[src/obrq_pkg.sv]
// shared types and constants for the byte ring queue
package obrq_pkg;

    localparam int DATA_W        = 8;
    localparam int CNT_W         = 8;
    localparam int MAX_DEPTH_DEF = 128;
    localparam logic [CNT_W-1:0] QSIZE_RST = 8'd128;

    typedef enum logic [0:0]
    {
        OP_PUSH = 1'b0,
        OP_POP  = 1'b1
    } opcode_t;

    typedef struct packed
    {
        logic exec;
        logic clear;
    } obrq_cmd_t;

endpackage

[src/obrq_in_if.sv]
// request channel: push or pop beats
interface obrq_in_if
    import obrq_pkg::*;
();
    logic              valid;
    logic              ready;
    opcode_t           opcode;
    logic [DATA_W-1:0] data_in;

    modport source
    (
        output valid,
        input  ready,
        output opcode,
        output data_in
    );

    modport sink
    (
        input  valid,
        output ready,
        input  opcode,
        input  data_in
    );
endinterface

[src/obrq_out_if.sv]
// response channel: popped byte, status and fill count
interface obrq_out_if
    import obrq_pkg::*;
();
    logic              valid;
    logic              ready;
    logic [DATA_W-1:0] data_out;
    logic              pop_ok;
    logic [CNT_W-1:0]  fill_count;

    modport source
    (
        output valid,
        input  ready,
        output data_out,
        output pop_ok,
        output fill_count
    );

    modport sink
    (
        input  valid,
        output ready,
        input  data_out,
        input  pop_ok,
        input  fill_count
    );
endinterface

[src/overwriting_byte_ring_queue.sv]
// the result beat is valid in the cycle after the request beat is accepted
// throughput: one beat per cycle while the response side takes results
// the byte store has one write and one registered read port, used once per beat
// reset clears indices and count and sets queue size to 128; store contents undefined
// a queue size write empties the queue at once
module overwriting_byte_ring_queue
    import obrq_pkg::*;
#(
    parameter int MAX_DEPTH = MAX_DEPTH_DEF
)
(
    input  logic             clk,
    input  logic             rst_n,
    obrq_in_if.sink          req,
    obrq_out_if.source       rsp,
    input  logic             queue_size_we,
    input  logic [CNT_W-1:0] queue_size
);

    obrq_cmd_t cmd;

    obrq_ctrl u_ctrl
    (
        .clk           (clk),
        .rst_n         (rst_n),
        .req_valid     (req.valid),
        .req_ready     (req.ready),
        .rsp_valid     (rsp.valid),
        .rsp_ready     (rsp.ready),
        .queue_size_we (queue_size_we),
        .cmd           (cmd)
    );

    obrq_dpath #(
        .MAX_DEPTH (MAX_DEPTH)
    ) u_dpath
    (
        .clk        (clk),
        .rst_n      (rst_n),
        .cmd        (cmd),
        .queue_size (queue_size),
        .opcode     (req.opcode),
        .data_in    (req.data_in),
        .data_out   (rsp.data_out),
        .pop_ok     (rsp.pop_ok),
        .fill_count (rsp.fill_count)
    );

endmodule

[src/obrq_ctrl.sv]
// handshake controller for the byte ring queue
module obrq_ctrl
    import obrq_pkg::*;
(
    input  logic      clk,
    input  logic      rst_n,
    input  logic      req_valid,
    output logic      req_ready,
    output logic      rsp_valid,
    input  logic      rsp_ready,
    input  logic      queue_size_we,
    output obrq_cmd_t cmd
);

    typedef enum logic [0:0]
    {
        ST_IDLE,
        ST_HOLD
    } state_t;

    state_t state_reg;
    state_t state_next;
    logic   accept;

    assign req_ready = (state_reg == ST_IDLE) || rsp_ready;
    assign accept    = req_valid && req_ready;
    assign rsp_valid = (state_reg == ST_HOLD);

    assign cmd.exec  = accept;
    assign cmd.clear = queue_size_we;

    always_comb
    begin
        state_next = state_reg;
        unique case (state_reg)
            ST_IDLE:
            begin
                if (accept)
                begin
                    state_next = ST_HOLD;
                end
            end
            ST_HOLD:
            begin
                if (accept)
                begin
                    state_next = ST_HOLD;
                end
                else if (rsp_ready)
                begin
                    state_next = ST_IDLE;
                end
            end
            default:
            begin
                state_next = ST_IDLE;
            end
        endcase
    end

    always_ff @(posedge clk or negedge rst_n)
    begin
        if (!rst_n)
        begin
            state_reg <= ST_IDLE;
        end
        else
        begin
            state_reg <= state_next;
        end
    end

endmodule

[src/obrq_dpath.sv]
// storage, indices, count and result registers of the byte ring queue
module obrq_dpath
    import obrq_pkg::*;
#(
    parameter int MAX_DEPTH = MAX_DEPTH_DEF
)
(
    input  logic              clk,
    input  logic              rst_n,
    input  obrq_cmd_t         cmd,
    input  logic [CNT_W-1:0]  queue_size,
    input  opcode_t           opcode,
    input  logic [DATA_W-1:0] data_in,
    output logic [DATA_W-1:0] data_out,
    output logic              pop_ok,
    output logic [CNT_W-1:0]  fill_count
);

    localparam int IDX_W = (MAX_DEPTH > 1) ? $clog2(MAX_DEPTH) : 1;
    localparam int CMP_W = ((IDX_W > CNT_W) ? IDX_W : CNT_W) + 1;
    localparam logic [CMP_W-1:0] DEPTH_CMP = CMP_W'(MAX_DEPTH);
    localparam logic [CMP_W-1:0] ONE_CMP   = CMP_W'(1);

    logic [DATA_W-1:0] mem [MAX_DEPTH];

    logic [CNT_W-1:0]  qsize_reg;
    logic [IDX_W-1:0]  rd_idx_reg;
    logic [IDX_W-1:0]  rd_idx_next;
    logic [IDX_W-1:0]  wr_idx_reg;
    logic [IDX_W-1:0]  wr_idx_next;
    logic [CNT_W-1:0]  count_reg;
    logic [CNT_W-1:0]  count_next;
    logic [DATA_W-1:0] rd_data_reg;
    logic              pop_ok_reg;
    logic [CNT_W-1:0]  fill_reg;

    logic [CMP_W-1:0]  size_ext;
    logic [CMP_W-1:0]  size_act;
    logic [CMP_W-1:0]  rd_inc;
    logic [CMP_W-1:0]  wr_inc;
    logic [IDX_W-1:0]  rd_adv;
    logic [IDX_W-1:0]  wr_adv;
    logic              full;
    logic              do_push;
    logic              do_pop;

    // clamp size into 1..MAX_DEPTH
    assign size_ext = CMP_W'(qsize_reg);

    always_comb
    begin
        priority if (qsize_reg == '0)
        begin
            size_act = ONE_CMP;
        end
        else if (size_ext > DEPTH_CMP)
        begin
            size_act = DEPTH_CMP;
        end
        else
        begin
            size_act = size_ext;
        end
    end

    // wrap by compare
    assign rd_inc = CMP_W'(rd_idx_reg) + ONE_CMP;
    assign wr_inc = CMP_W'(wr_idx_reg) + ONE_CMP;
    assign rd_adv = (rd_inc >= size_act) ? '0 : IDX_W'(rd_inc);
    assign wr_adv = (wr_inc >= size_act) ? '0 : IDX_W'(wr_inc);

    assign full    = CMP_W'(count_reg) >= size_act;
    assign do_push = cmd.exec && (opcode == OP_PUSH);
    assign do_pop  = cmd.exec && (opcode == OP_POP) && (count_reg != '0);

    always_comb
    begin
        rd_idx_next = rd_idx_reg;
        wr_idx_next = wr_idx_reg;
        count_next  = count_reg;
        priority if (do_push)
        begin
            wr_idx_next = wr_adv;
            if (full)
            begin
                rd_idx_next = rd_adv;
                count_next  = CNT_W'(size_act);
            end
            else
            begin
                count_next = count_reg + CNT_W'(1);
            end
        end
        else if (do_pop)
        begin
            rd_idx_next = rd_adv;
            count_next  = count_reg - CNT_W'(1);
        end
        else
        begin
            count_next = count_reg;
        end
    end

    always_ff @(posedge clk or negedge rst_n)
    begin
        if (!rst_n)
        begin
            qsize_reg  <= QSIZE_RST;
            rd_idx_reg <= '0;
            wr_idx_reg <= '0;
            count_reg  <= '0;
        end
        else if (cmd.clear)
        begin
            qsize_reg  <= queue_size;
            rd_idx_reg <= '0;
            wr_idx_reg <= '0;
            count_reg  <= '0;
        end
        else
        begin
            rd_idx_reg <= rd_idx_next;
            wr_idx_reg <= wr_idx_next;
            count_reg  <= count_next;
        end
    end

    // byte store, one write and one registered read port
    always_ff @(posedge clk)
    begin
        if (do_push)
        begin
            mem[wr_idx_reg] <= data_in;
        end
        if (do_pop)
        begin
            rd_data_reg <= mem[rd_idx_reg];
        end
    end

    // result registers
    always_ff @(posedge clk)
    begin
        if (cmd.exec)
        begin
            pop_ok_reg <= do_pop;
            fill_reg   <= count_next;
        end
    end

    assign data_out   = pop_ok_reg ? rd_data_reg : '0;
    assign pop_ok     = pop_ok_reg;
    assign fill_count = fill_reg;

endmodule

[src/flat_wrapper.sv]
// flat-port wrapper written by rule: the top's interface ports become plain ports
module overwriting_byte_ring_queue_flat import obrq_pkg::*;
#(
    parameter int MAX_DEPTH = MAX_DEPTH_DEF
)
  (clk, rst_n, queue_size_we, queue_size, req_valid, req_ready, req_opcode, req_data_in, rsp_valid, rsp_ready, rsp_data_out, rsp_pop_ok, rsp_fill_count);
  obrq_in_if req_i ();
  obrq_out_if rsp_i ();
  input  logic clk;
  input  logic rst_n;
  input  logic queue_size_we;
  input  logic [CNT_W-1:0] queue_size;
  input wire logic [$bits(req_i.valid)-1:0] req_valid;
  output wire logic [$bits(req_i.ready)-1:0] req_ready;
  input wire logic [$bits(req_i.opcode)-1:0] req_opcode;
  input wire logic [$bits(req_i.data_in)-1:0] req_data_in;
  output wire logic [$bits(rsp_i.valid)-1:0] rsp_valid;
  input wire logic [$bits(rsp_i.ready)-1:0] rsp_ready;
  output wire logic [$bits(rsp_i.data_out)-1:0] rsp_data_out;
  output wire logic [$bits(rsp_i.pop_ok)-1:0] rsp_pop_ok;
  output wire logic [$bits(rsp_i.fill_count)-1:0] rsp_fill_count;
  assign req_i.valid = req_valid;
  assign req_ready = req_i.ready;
  assign req_i.opcode = req_opcode;
  assign req_i.data_in = req_data_in;
  assign rsp_valid = rsp_i.valid;
  assign rsp_i.ready = rsp_ready;
  assign rsp_data_out = rsp_i.data_out;
  assign rsp_pop_ok = rsp_i.pop_ok;
  assign rsp_fill_count = rsp_i.fill_count;
  overwriting_byte_ring_queue #(.MAX_DEPTH(MAX_DEPTH)) u_core (.clk(clk), .rst_n(rst_n), .req(req_i), .rsp(rsp_i), .queue_size_we(queue_size_we), .queue_size(queue_size));
endmodule
[config.mk]
export PLATFORM = sky130hd
export DESIGN_NAME = overwriting_byte_ring_queue_flat
export DESIGN_NICKNAME = d
export VERILOG_FILES = /design/src/obrq_pkg.sv /design/src/obrq_in_if.sv /design/src/obrq_out_if.sv /design/src/overwriting_byte_ring_queue.sv /design/src/obrq_ctrl.sv /design/src/obrq_dpath.sv /design/src/flat_wrapper.sv
export SDC_FILE = /design/constraint.sdc
export NUM_CORES = 1
export LEC_CHECK = 0
export BUFFER_PORTS_ARGS = -buffer_cell sky130_fd_sc_hd__buf_2
export CAP_MARGIN = 20
export CORE_AREA = 2 2 298 300
export DETAILED_ROUTE_END_ITERATION = 8
export DIE_AREA = 0 0 300 302
export GPL_ROUTABILITY_DRIVEN = 0
export PLACE_DENSITY = 0.64
export SLEW_MARGIN = 20
export SYNTH_ARGS = -nofsm -noshare
export SYNTH_HDL_FRONTEND = slang
export SYNTH_SLANG_ARGS = --single-unit
[constraint.sdc]
create_clock -name clk -period 9.2 [get_ports clk]
set_input_delay 0.46 -clock clk [delete_from_list [all_inputs] [get_ports clk]]
set_output_delay 0.46 -clock clk [all_outputs]
set_load 0.01 [all_outputs]
======== Word-level counts from Yosys, hierarchy flattened ========
Memory sizes are Yosys's and may differ from the RTL's. A register that Yosys moved wholly into a read port is not among the register bits.
Index checks and enable logic that the tools add are counted.
word-level totals
  register bits ........................... 40
  RAM bits ................................ 1024
  output and inout bits ................... 19
  logic and storage cells ................. 50
  memories ................................ 1
cells by class
  add/subtract/negate cells ............... 4
  order comparisons ....................... 4
  equality and inequality tests ........... 1
  mux-type cells .......................... 21
  bitwise logic cells ..................... 2
  reductions and logical operators ........ 10
memories
  name                words  width  read ports  clocked after Yosys merged registers in  wr ports  RTL line          text
  u_core.u_dpath.mem  128    8      1           1                                        1         obrq_dpath.sv:24  logic [DATA_W-1:0] mem [MAX_DEPTH];
operators by type and width
  operator                                                            count
  7-bit 2-to-1 mux                                                    8
  8-bit 2-to-1 mux                                                    6
  8-bit by 9-bit greater-or-equal comparator with 1-bit output        3
  7-bit by 1-bit adder with 8-bit output, second input constant       2
  9-bit 2-to-1 mux                                                    1
  8-bit by 1-bit adder with 8-bit output, second input constant       1
  8-bit > comparator, second input constant                           1
  8-bit logical NOT                                                   1
  8-bit nonzero test                                                  1
  8-bit by 1-bit subtractor with 8-bit output, second input constant  1
  1-bit 2-to-1 mux                                                    5
  1-bit logical AND                                                   4
  3-bit != test, second input constant                                1
  3-bit nonzero test                                                  1
  1-bit NOT                                                           2
  1-bit case mux with 2 select lines                                  1
  2-bit AND reduction                                                 1
  2-bit nonzero test                                                  1
  1-bit logical OR                                                    1

======== Depth between registers and ports, before layout ========
Gate-level depths: netlist of run 1.
  word-level depth ........................ 8
  depth in mapped cells ................... 14

======== By module ========
A second synthesis of run 1 with hierarchy kept.
second synthesis, totals
  cells, all modules ...................... 2258
  area total of the unflattened synthesis .. 43122.6 um^2
modules (own cells, without submodules)
  module      times used  cells an instance  area an instance (um^2)
  obrq_dpath  1           2252               43053.8
  obrq_ctrl   1           6                  68.8

======== Worst setup path before layout of run 1 ========
No wires, ideal clock.
  path kind ............................... register to register
  start point ............................. register u_core.u_dpath.rd_idx_reg[2]
  end point ............................... register u_core.u_dpath.rd_idx_reg[0]
  arrival time ............................ 2935 ps
  slack ................................... 6182 ps
  stages on the path, launching flop included .. 14
  period minus slack after synthesis ...... 3018 ps
  path through ............................ dfrtp_1 clkbuf_1 buf_2 buf_2 clkbuf_1 nand3_1 xnor2_1 ha_1 a21oi_1 nor2_1 a2111oi_0 o31ai_1 or2_2 o21ai_0
on the way
  longest elaborated chain between the ends .. 6
ends and longest elaborated chain
  what                                                            RTL line                            text
  start, declared                                                 obrq_dpath.sv:27                    logic [IDX_W-1:0] rd_idx_reg;
  start signal, assigned                                          obrq_dpath.sv:123                   rd_idx_reg <= rd_idx_next;
  7-bit by 1-bit adder with 8-bit output *                        obrq_dpath.sv:67                    assign rd_inc = CMP_W'(rd_idx_reg) + ONE_CMP;
  8-bit by 9-bit greater-or-equal comparator with 1-bit output *  obrq_dpath.sv:69                    assign rd_adv = (rd_inc >= size_act) ? '0 : IDX_W'(rd_inc);
  7-bit 2-to-1 mux *                                              obrq_dpath.sv:69
  7-bit 2-to-1 mux, on equally long branches                      obrq_dpath.sv:94, obrq_dpath.sv:84
  7-bit 2-to-1 mux *                                              obrq_dpath.sv:81                    priority if (do_push)
  7-bit 2-to-1 mux *                                              obrq_dpath.sv:114                   else if (cmd.clear)
Mark *: on every way between the ends. The rest lies on a longest branch, timed or not. The select of a mux whose other input is x is not followed.
A chain may end at the register's enable or synchronous reset.

==> results of run 1 <==
==> where the power goes <==
group | internal, mW | switching [mW]
clock | 2.39 | 1.79
combinational | 0.325 | 0.582
sequential | 5.39 | 0.0564
==> cell usage after synthesis, types with 3 or more instances <==
cell type	instances	area, um2
sky130_fd_sc_hd__nand2b_1	19	119
sky130_fd_sc_hd__xor2_1	7	61.3
sky130_fd_sc_hd__a21oi_1	52	260
sky130_fd_sc_hd__nor3_1	42	210
sky130_fd_sc_hd__nor3_2	3	30.0
sky130_fd_sc_hd__and3_1	3	18.8
sky130_fd_sc_hd__ha_1	29	363
sky130_fd_sc_hd__or3_1	6	37.5
sky130_fd_sc_hd__nand3_1	81	405
sky130_fd_sc_hd__edfxtp_1	1041	31300
sky130_fd_sc_hd__nor2_1	211	792
sky130_fd_sc_hd__nand4b_1	3	26.3
sky130_fd_sc_hd__nand2_1	106	398
sky130_fd_sc_hd__or4_1	9	67.6
sky130_fd_sc_hd__clkbuf_2	3	15.0
sky130_fd_sc_hd__and2_1	11	68.8
sky130_fd_sc_hd__dfrtp_1	30	751
sky130_fd_sc_hd__a211o_1	3	26.3
sky130_fd_sc_hd__buf_1	5	18.8
sky130_fd_sc_hd__o31ai_1	3	22.5
sky130_fd_sc_hd__clkbuf_1	65	244
sky130_fd_sc_hd__xnor2_1	7	61.3
sky130_fd_sc_hd__a22o_1	4	35.0
sky130_fd_sc_hd__or2_2	4	25.0
sky130_fd_sc_hd__inv_1	9	33.8
sky130_fd_sc_hd__a211oi_1	83	623
sky130_fd_sc_hd__buf_2	70	350
sky130_fd_sc_hd__o22ai_1	58	363
sky130_fd_sc_hd__o21ai_0	13	65.1
sky130_fd_sc_hd__nor2b_1	95	594
sky130_fd_sc_hd__mux2i_1	324	3240
sky130_fd_sc_hd__mux2_2	120	1350
sky130_fd_sc_hd__a21o_1	5	37.5
sky130_fd_sc_hd__a22oi_1	122	916
sky130_fd_sc_hd__nand4_1	8	50.1
==> cell usage in the layout (no fill, tap or decap), drive strengths merged, types with 4 or more instances in the layout <==
cell,n
bufinv,6
nor2,211
a22oi,122
mux2i,324
nand4b,4
a22o,4
or4,9
clkbuf,143
a21o,5
dfrtp,30
clkinv,45
nor3,45
nand4,8
ha,29
and2,11
o21ai,13
nand3,81
or3,6
nor2b,95
a21oi,53
or2,4
buf,76
inv,10
a211oi,83
edfxtp,1041
nand2b,19
xor2,7
mux2,120
xnor2,7
nand2,106
o22ai,58
dlygate4sd3,5
==> timing repair <==
| item | in CTS | in global routing |
|---|---|---|
| endpoints found under the hold margin | 34 | 0 |
| hold buffers | 5 | 0 |
| buffers inserted | 0 | 0 |
==> critical path, delay by kind of cell (launching register included) <==
| kind | cells | cell delay (ns) |
|---|---|---|
| buf+inv | 2 | 1.55 |
| flops | 1 | 0.93 |
| simple gates | 3 | 0.90 |
| mux | 1 | 0.31 |
| compound gates | 1 | 0.12 |
==> per-stage QoR <==
stage                     setup WS [ns]  utilization (%)  hold WS [ns]  power, mW  std cells
after floorplan                    6.18                -         0.164       6.11       2685
after detailed placement           4.82             51.0         0.527       6.44       3781
after global placement             4.92             51.0         0.517       6.43       3781
after CTS                          4.83             54.9       0.00180       10.6       3983
final                              4.77             54.9        0.0362       10.5       3983
after global routing               4.63             54.9        0.0127       10.8       3983
==> path summary, 6_finish.rpt <==
kind                                               from  cells after the start                       endpoint  slack (ns)
max                        u_core.u_dpath.rd_idx_reg[2]                      7  u_core.u_dpath.rd_data_reg[2]        4.77
min                                       queue_size[3]                      2    u_core.u_dpath.qsize_reg[3]        0.04
max reg2reg                u_core.u_dpath.rd_idx_reg[2]                      7  u_core.u_dpath.rd_data_reg[2]        4.77
min reg2reg                 u_core.u_dpath.qsize_reg[2]                      1    u_core.u_dpath.qsize_reg[2]        0.55
max in group asynchronous                         rst_n                      2   u_core.u_dpath.rd_idx_reg[2]        8.20
min in group asynchronous                         rst_n                      2    u_core.u_dpath.count_reg[0]        0.42
==> cell families (layout without fill, tap and decap cells) <==
family | after synthesis | count (layout) | share of synthesized area, %
compound gates | 361 | 361 | 5.82
xor+xnor | 14 | 14 | 0.284
fa+ha+maj | 29 | 29 | 0.839
buf+inv | 155 | 288 | 1.57
flops | 1072 | 1072 | 74.1
mux | 444 | 444 | 10.6
simple gates | 610 | 610 | 6.78
==> layer usage <==
layer	vias up	share of wire, %	global-route usage [%]
met5	-	0.021	0
met4	4	3.0	7.62
met3	199	7.1	4.45
met2	989	49	40.1
met1	12300	40	32.0
li1	10600	-	-
==> cell type report <==
type                            instances  area, um2
Fill cell                            6920      39500
Sequential cell                      1072      32000
Clock inverter                         54        443
Timing Repair Buffer                   81        566
Tap cell                             1165       1460
Multi-Input combinational cell       1458      10600
Inverter                               10       37.5
Clock buffer                          143       2920
==> metrics.log, run 1 <==
INFO  metric grt_start_max_net_pins = 156
INFO  metric timing.critical_path.slowest_stage_cell = sky130_fd_sc_hd__dfrtp_4
INFO  metric peakVddDrop = 170 uV
INFO  metric final.setup_skew = 0.0257 ns
INFO  metric core-area = 87600 um2
INFO  metric yosys_warnings = 0
INFO  metric post-route-min-period = 4.43 ns
INFO  metric cap_violations = 0
INFO  metric power.leakage = 14.9 nW
INFO  metric antenna_found_initial = 5
INFO  metric clkSinkCount = 1072
INFO  metric crit_type = flip-flop to flip-flop
INFO  metric largest_register_ffs = 1024
INFO  metric dr.first_iter.drc_count = 2439
INFO  metric floorplan.die.height = 302 um
INFO  metric post_drt_via_cell_ratio = 6.04
INFO  metric yosysSeqAreaShare = 74.1%
INFO  metric dieWidth = 300 um
INFO  metric synth.distinct_cells = 60
INFO  metric synth-edff-count = 1041
INFO  metric post_synth.cell_area_avg = 16.1 um2
INFO  metric layout_worst_path_cycle_share = 48.1%
INFO  metric post-route-cell-area = 48100 um2
INFO  metric asyncSetResetFlopFracSynth = 2.89%
INFO  metric min_path_type = primary input to flip-flop
INFO  metric grt_pass1_wl = 159000 um
INFO  metric htree_num_levels = 3
INFO  metric grt-ovfl-total = 0
INFO  metric synth_top_flop_cell = sky130_fd_sc_hd__edfxtp_1
INFO  metric synth_cells = 2685
INFO  metric syn_area = 43200 um2
INFO  metric gr-usage-all-layers = 24.0%
INFO  metric die_area = 90600 um2
INFO  metric max_freq = 0.226 GHz
INFO  metric insertion_delay = 0.67 ns
INFO  metric critical_path_required = 9.62 ns
INFO  metric floorplan.initialDensity = 49.4%
INFO  metric critical_path_arrival = 4.84 ns
INFO  metric clkTransAtPathRegs = 0.06 ns
INFO  metric placementRows = 109
INFO  metric power-per-cell-area = 219 nW/um2
INFO  metric worst-path-max-fanout = 155
INFO  metric first_pass_iters = 5
INFO  metric cts_tree = built
INFO  metric max_stage_delay = 0.93 ns
INFO  metric cts_root_buf = sky130_fd_sc_hd__clkbuf_16
INFO  metric max-clock-path-buffers = 3
INFO  metric setup.worst_path.start_class = flip-flop
INFO  metric max-slew-margin-rel = 25.1%
INFO  metric run_status = completed
INFO  metric postCtsResizedCells = 0
INFO  metric report.final.slew_viol_count = 0
INFO  metric crit_path_cell_trace = buf_12 > buf_4 > mux2i_1 > a22oi_1 > nand3_1 > nor3_1 > or4_1
INFO  metric top_register = u_core.u_dpath.mem
INFO  metric ioPinCount = 41
INFO  metric num_vias = 24000
INFO  metric route.final.wire_length = 109000 um
INFO  metric ant_nets = 0
INFO  metric cts_buffers = 108
INFO  metric area_growth_syn_to_layout = 11.1%
INFO  metric tns = 0 ns
INFO  metric dpl_cell_area = 44700 um2
INFO  metric layout-drive-gt1-share = 13.0%
INFO  metric wl_per_cell = 27.3 um
INFO  metric layout.nets = 2782
INFO  metric critPathCaptureType = flip-flop
INFO  metric portBuffers = 40
INFO  metric final-setup-viol-count = 0
INFO  metric antenna-diode-count = 0
INFO  metric rsz0062_at_grt = false
INFO  metric number_of_storage_elements_in_the_synthesis_netlist = 1072
INFO  metric timing_hold_violations_final = 0
INFO  metric synthesis.nets = 2736
INFO  metric detailedPlacementHpwl = 65700 um
INFO  metric timing_worst_slew_pin_value = 1.12 ns
INFO  metric drc = 0
INFO  metric vias_in_the_first_global_route = 23800
Power figures use the tool's default switching activity.
==> run 2: changes to the inputs <==
--- a/config.mk
+++ b/config.mk
@@ -11,7 +11,7 @@
 export DETAILED_ROUTE_END_ITERATION = 8
 export DIE_AREA = 0 0 300 302
 export GPL_ROUTABILITY_DRIVEN = 0
-export PLACE_DENSITY = 0.64
+export PLACE_DENSITY = 0.66
 export SLEW_MARGIN = 20
 export SYNTH_ARGS = -nofsm -noshare
 export SYNTH_HDL_FRONTEND = slang
==> constraint.sdc (replaced) <==
create_clock -name clk -period 3.65 [get_ports clk]
set_input_delay 0.1825 -clock clk [delete_from_list [all_inputs] [get_ports clk]]
set_output_delay 0.1825 -clock clk [all_outputs]
set_load 0.01 [all_outputs]
==> run 2 against run 1 <==
Against the previous run: clock power grew to 2.6 times the previous value; highest routed layer unchanged; first-iteration DRC count is 0.29% higher; via count is 1.3% lower; cell count is 0.93% higher; critical path type unchanged; fmax is 38% higher; final area is 1.3% higher; largest cell class unchanged; critical endpoint is now u_core.u_dpath.rd_idx_reg[2]; critical path depth is 2 higher; combinational power grew to 2.6 times the previous value; non-clock buffer count is 33 higher; clock skew is 0.013 ns higher; sequential cell count stayed put; total power grew to 2.6 times the previous value.
==> metrics.log, run 2 (synthesis results as in run 1) <==
INFO  metric post-route-min-period = 3.21 ns
INFO  metric grt_pass1_wl = 152000 um
INFO  metric final_cell_mix = sky130_fd_sc_hd__edfxtp_1, sky130_fd_sc_hd__mux2i_1, sky130_fd_sc_hd__nor2_1
INFO  metric route.final.wire_length = 103000 um
INFO  metric post-route-cell-area = 48700 um2
INFO  metric power-per-cell-area = 554 nW/um2
INFO  metric layout.nets = 2814
INFO  metric floorplan.initialDensity = 49.4%
INFO  metric power.leakage = 15.2 nW
INFO  metric layout.filler_cells = 6821
INFO  metric layout-drive-gt1-share = 14.1%
INFO  metric area_growth_syn_to_layout = 12.6%
INFO  metric first_pass_iters = 5
INFO  metric final_layout_worst_hold_slack = 0.0439 ns
INFO  metric wl_per_cell = 25.6 um
INFO  metric dieWidth = 300 um
INFO  metric peakVddDrop = 400 uV
INFO  metric postCtsResizedCells = 0
INFO  metric ant_nets = 0
INFO  metric cts_buffers = 107
INFO  metric min_path_type = primary input to flip-flop
INFO  metric max_stage_delay = 0.67 ns
INFO  metric max-clock-path-buffers = 3
INFO  metric timing_hold_violations_final = 0
INFO  metric post_cts_setup_repair_buffer_count = 0
INFO  metric insertion_delay = 0.67 ns
INFO  metric grt-ovfl-total = 0
INFO  metric antenna_found_initial = 4
INFO  metric holdBufCountCts = 14
INFO  metric crit_path_cell_trace = nand3_1 > nor2_1 > xor2_1 > ha_1 > a21o_1 > a2111oi_0 > o31ai_1 > or2_2 > o2bb2ai_1
INFO  metric timing.critical_path.slowest_stage_cell = sky130_fd_sc_hd__dfrtp_1
INFO  metric num_vias = 23700
INFO  metric dr.first_iter.drc_count = 2446
INFO  metric layout_worst_path_cycle_share = 88.0%
INFO  metric vias_in_the_first_global_route = 23300
INFO  metric grt_start_max_net_pins = 129
INFO  metric rsz0062_at_grt = false
INFO  metric ioPinCount = 41
INFO  metric die_area = 90600 um2
INFO  metric placementRows = 109
INFO  metric critical_path.top_delay_family = compound AO/OA/AOI/OAI gates
INFO  metric max_freq = 0.311 GHz
INFO  metric core-area = 87600 um2
INFO  metric tns = 0 ns
INFO  metric final-setup-viol-count = 0
INFO  metric clkSinkCount = 1072
INFO  metric largest_register_ffs = 1024
INFO  metric cap_violations = 0
INFO  metric report.final.slew_viol_count = 0
INFO  metric post_drt_via_cell_ratio = 5.90
INFO  metric worst_slack = 0.437 ns
INFO  metric cts_tree = built
INFO  metric crit_type = flip-flop to flip-flop
INFO  metric setup.worst_path.start_class = flip-flop
INFO  metric dpl_cell_area = 45000 um2
INFO  metric max-slew-margin-rel = 30.9%
INFO  metric final.setup_skew = 0.0384 ns
INFO  metric clkTransAtPathRegs = 0.06 ns
INFO  metric gr-usage-all-layers = 22.7%
INFO  metric run_status = completed
INFO  metric portBuffers = 40
INFO  metric critPathCaptureType = flip-flop
INFO  metric worst-path-max-fanout = 13
INFO  metric pre_cts_ws = 0.548 ns
INFO  metric floorplan.die.height = 302 um
INFO  metric cts_root_buf = sky130_fd_sc_hd__clkbuf_16
INFO  metric critical_path_arrival = 3.79 ns
INFO  metric critical_path_required = 4.23 ns
INFO  metric top_register = u_core.u_dpath.mem
INFO  metric drc = 0
INFO  metric detailedPlacementHpwl = 62800 um
INFO  metric final_common_cell = sky130_fd_sc_hd__edfxtp_1
INFO  metric htree_num_levels = 3
INFO  metric timing_worst_slew_pin_value = 1.04 ns
INFO  metric worst-path-buf-inv = 0
-- run 2: changes by cell type in the layout (fill, tap and decap cells not counted), sizes merged --
cell | before | now
diode | 0 | 1
buf | 76 | 100
inv | 10 | 13
dlygate4sd3 | 5 | 14
clkinvlp | 3 | 5
clkinv | 45 | 46
bufinv | 6 | 13
clkbuf | 143 | 133
-- run 2: final timing paths --
path	slack, ns	endpoint	cells past startpoint	start
max	0.44	u_core.u_dpath.rd_idx_reg[2]	9	u_core.u_dpath.rd_idx_reg[4]
min	0.04	u_core.u_dpath.mem[3][2]	1	req_data_in[2]
max reg2reg	0.44	u_core.u_dpath.rd_idx_reg[2]	9	u_core.u_dpath.rd_idx_reg[4]
min reg2reg	0.54	u_core.u_dpath.qsize_reg[0]	1	u_core.u_dpath.qsize_reg[0]
max in group asynchronous	2.98	u_core.u_dpath.rd_idx_reg[2]	2	rst_n
min in group asynchronous	0.12	u_core.u_dpath.count_reg[4]	2	rst_n
-- run 2: power by group --
group          internal, mW  switching, mW
Sequential             13.6         0.0678
Clock                  6.38           4.60
Combinational         0.888           1.48
-- run 2: stage by stage --
stage	utilization, %	instances	power, mW
3_5_place_dp	51.4	3805	16.2
6_report	55.6	4020	27.0
3_3_place_gp	51.4	3805	16.2
2_1_floorplan	-	2685	15.4
4_1_cts	55.6	4019	27.1
5_1_grt	55.6	4019	27.8
-- run 2: routing by layer --
metal,track usage [%],part of all wire [%],routed length [um],vias up
li1,-,-,-,10600
met1,31.3,41,42600,11900
met2,36.2,47,48500,980
met3,3.95,7.8,8030,190
met4,9.08,3.7,3850,2
met5,0,0.0087,9,-
-- run 2: cell type report --
cell class | count | area, um2 | area share (%)
Sequential cell | 1072 | 32000 | 65.8
Multi-Input combinational cell | 1458 | 10600 | 21.7
Clock buffer | 133 | 2800 | 5.74
Tap cell | 1165 | 1460 | 2.99
Timing Repair Buffer | 114 | 1060 | 2.17
Clock inverter | 67 | 743 | 1.53
Inverter | 10 | 37.5 | 0.0771
Antenna cell | 1 | 2.50 | 0.00514
-- run 2: worst reg2reg max path, delay by kind of cell, from the launching register on --
kind,cells,cell delay [ns]
AOI/OAI and AO/OA,4,1.13
and+or+nand+nor,3,0.80
DFF,1,0.67
adders and majority gates,1,0.28
xor gates and xnor gates,1,0.24
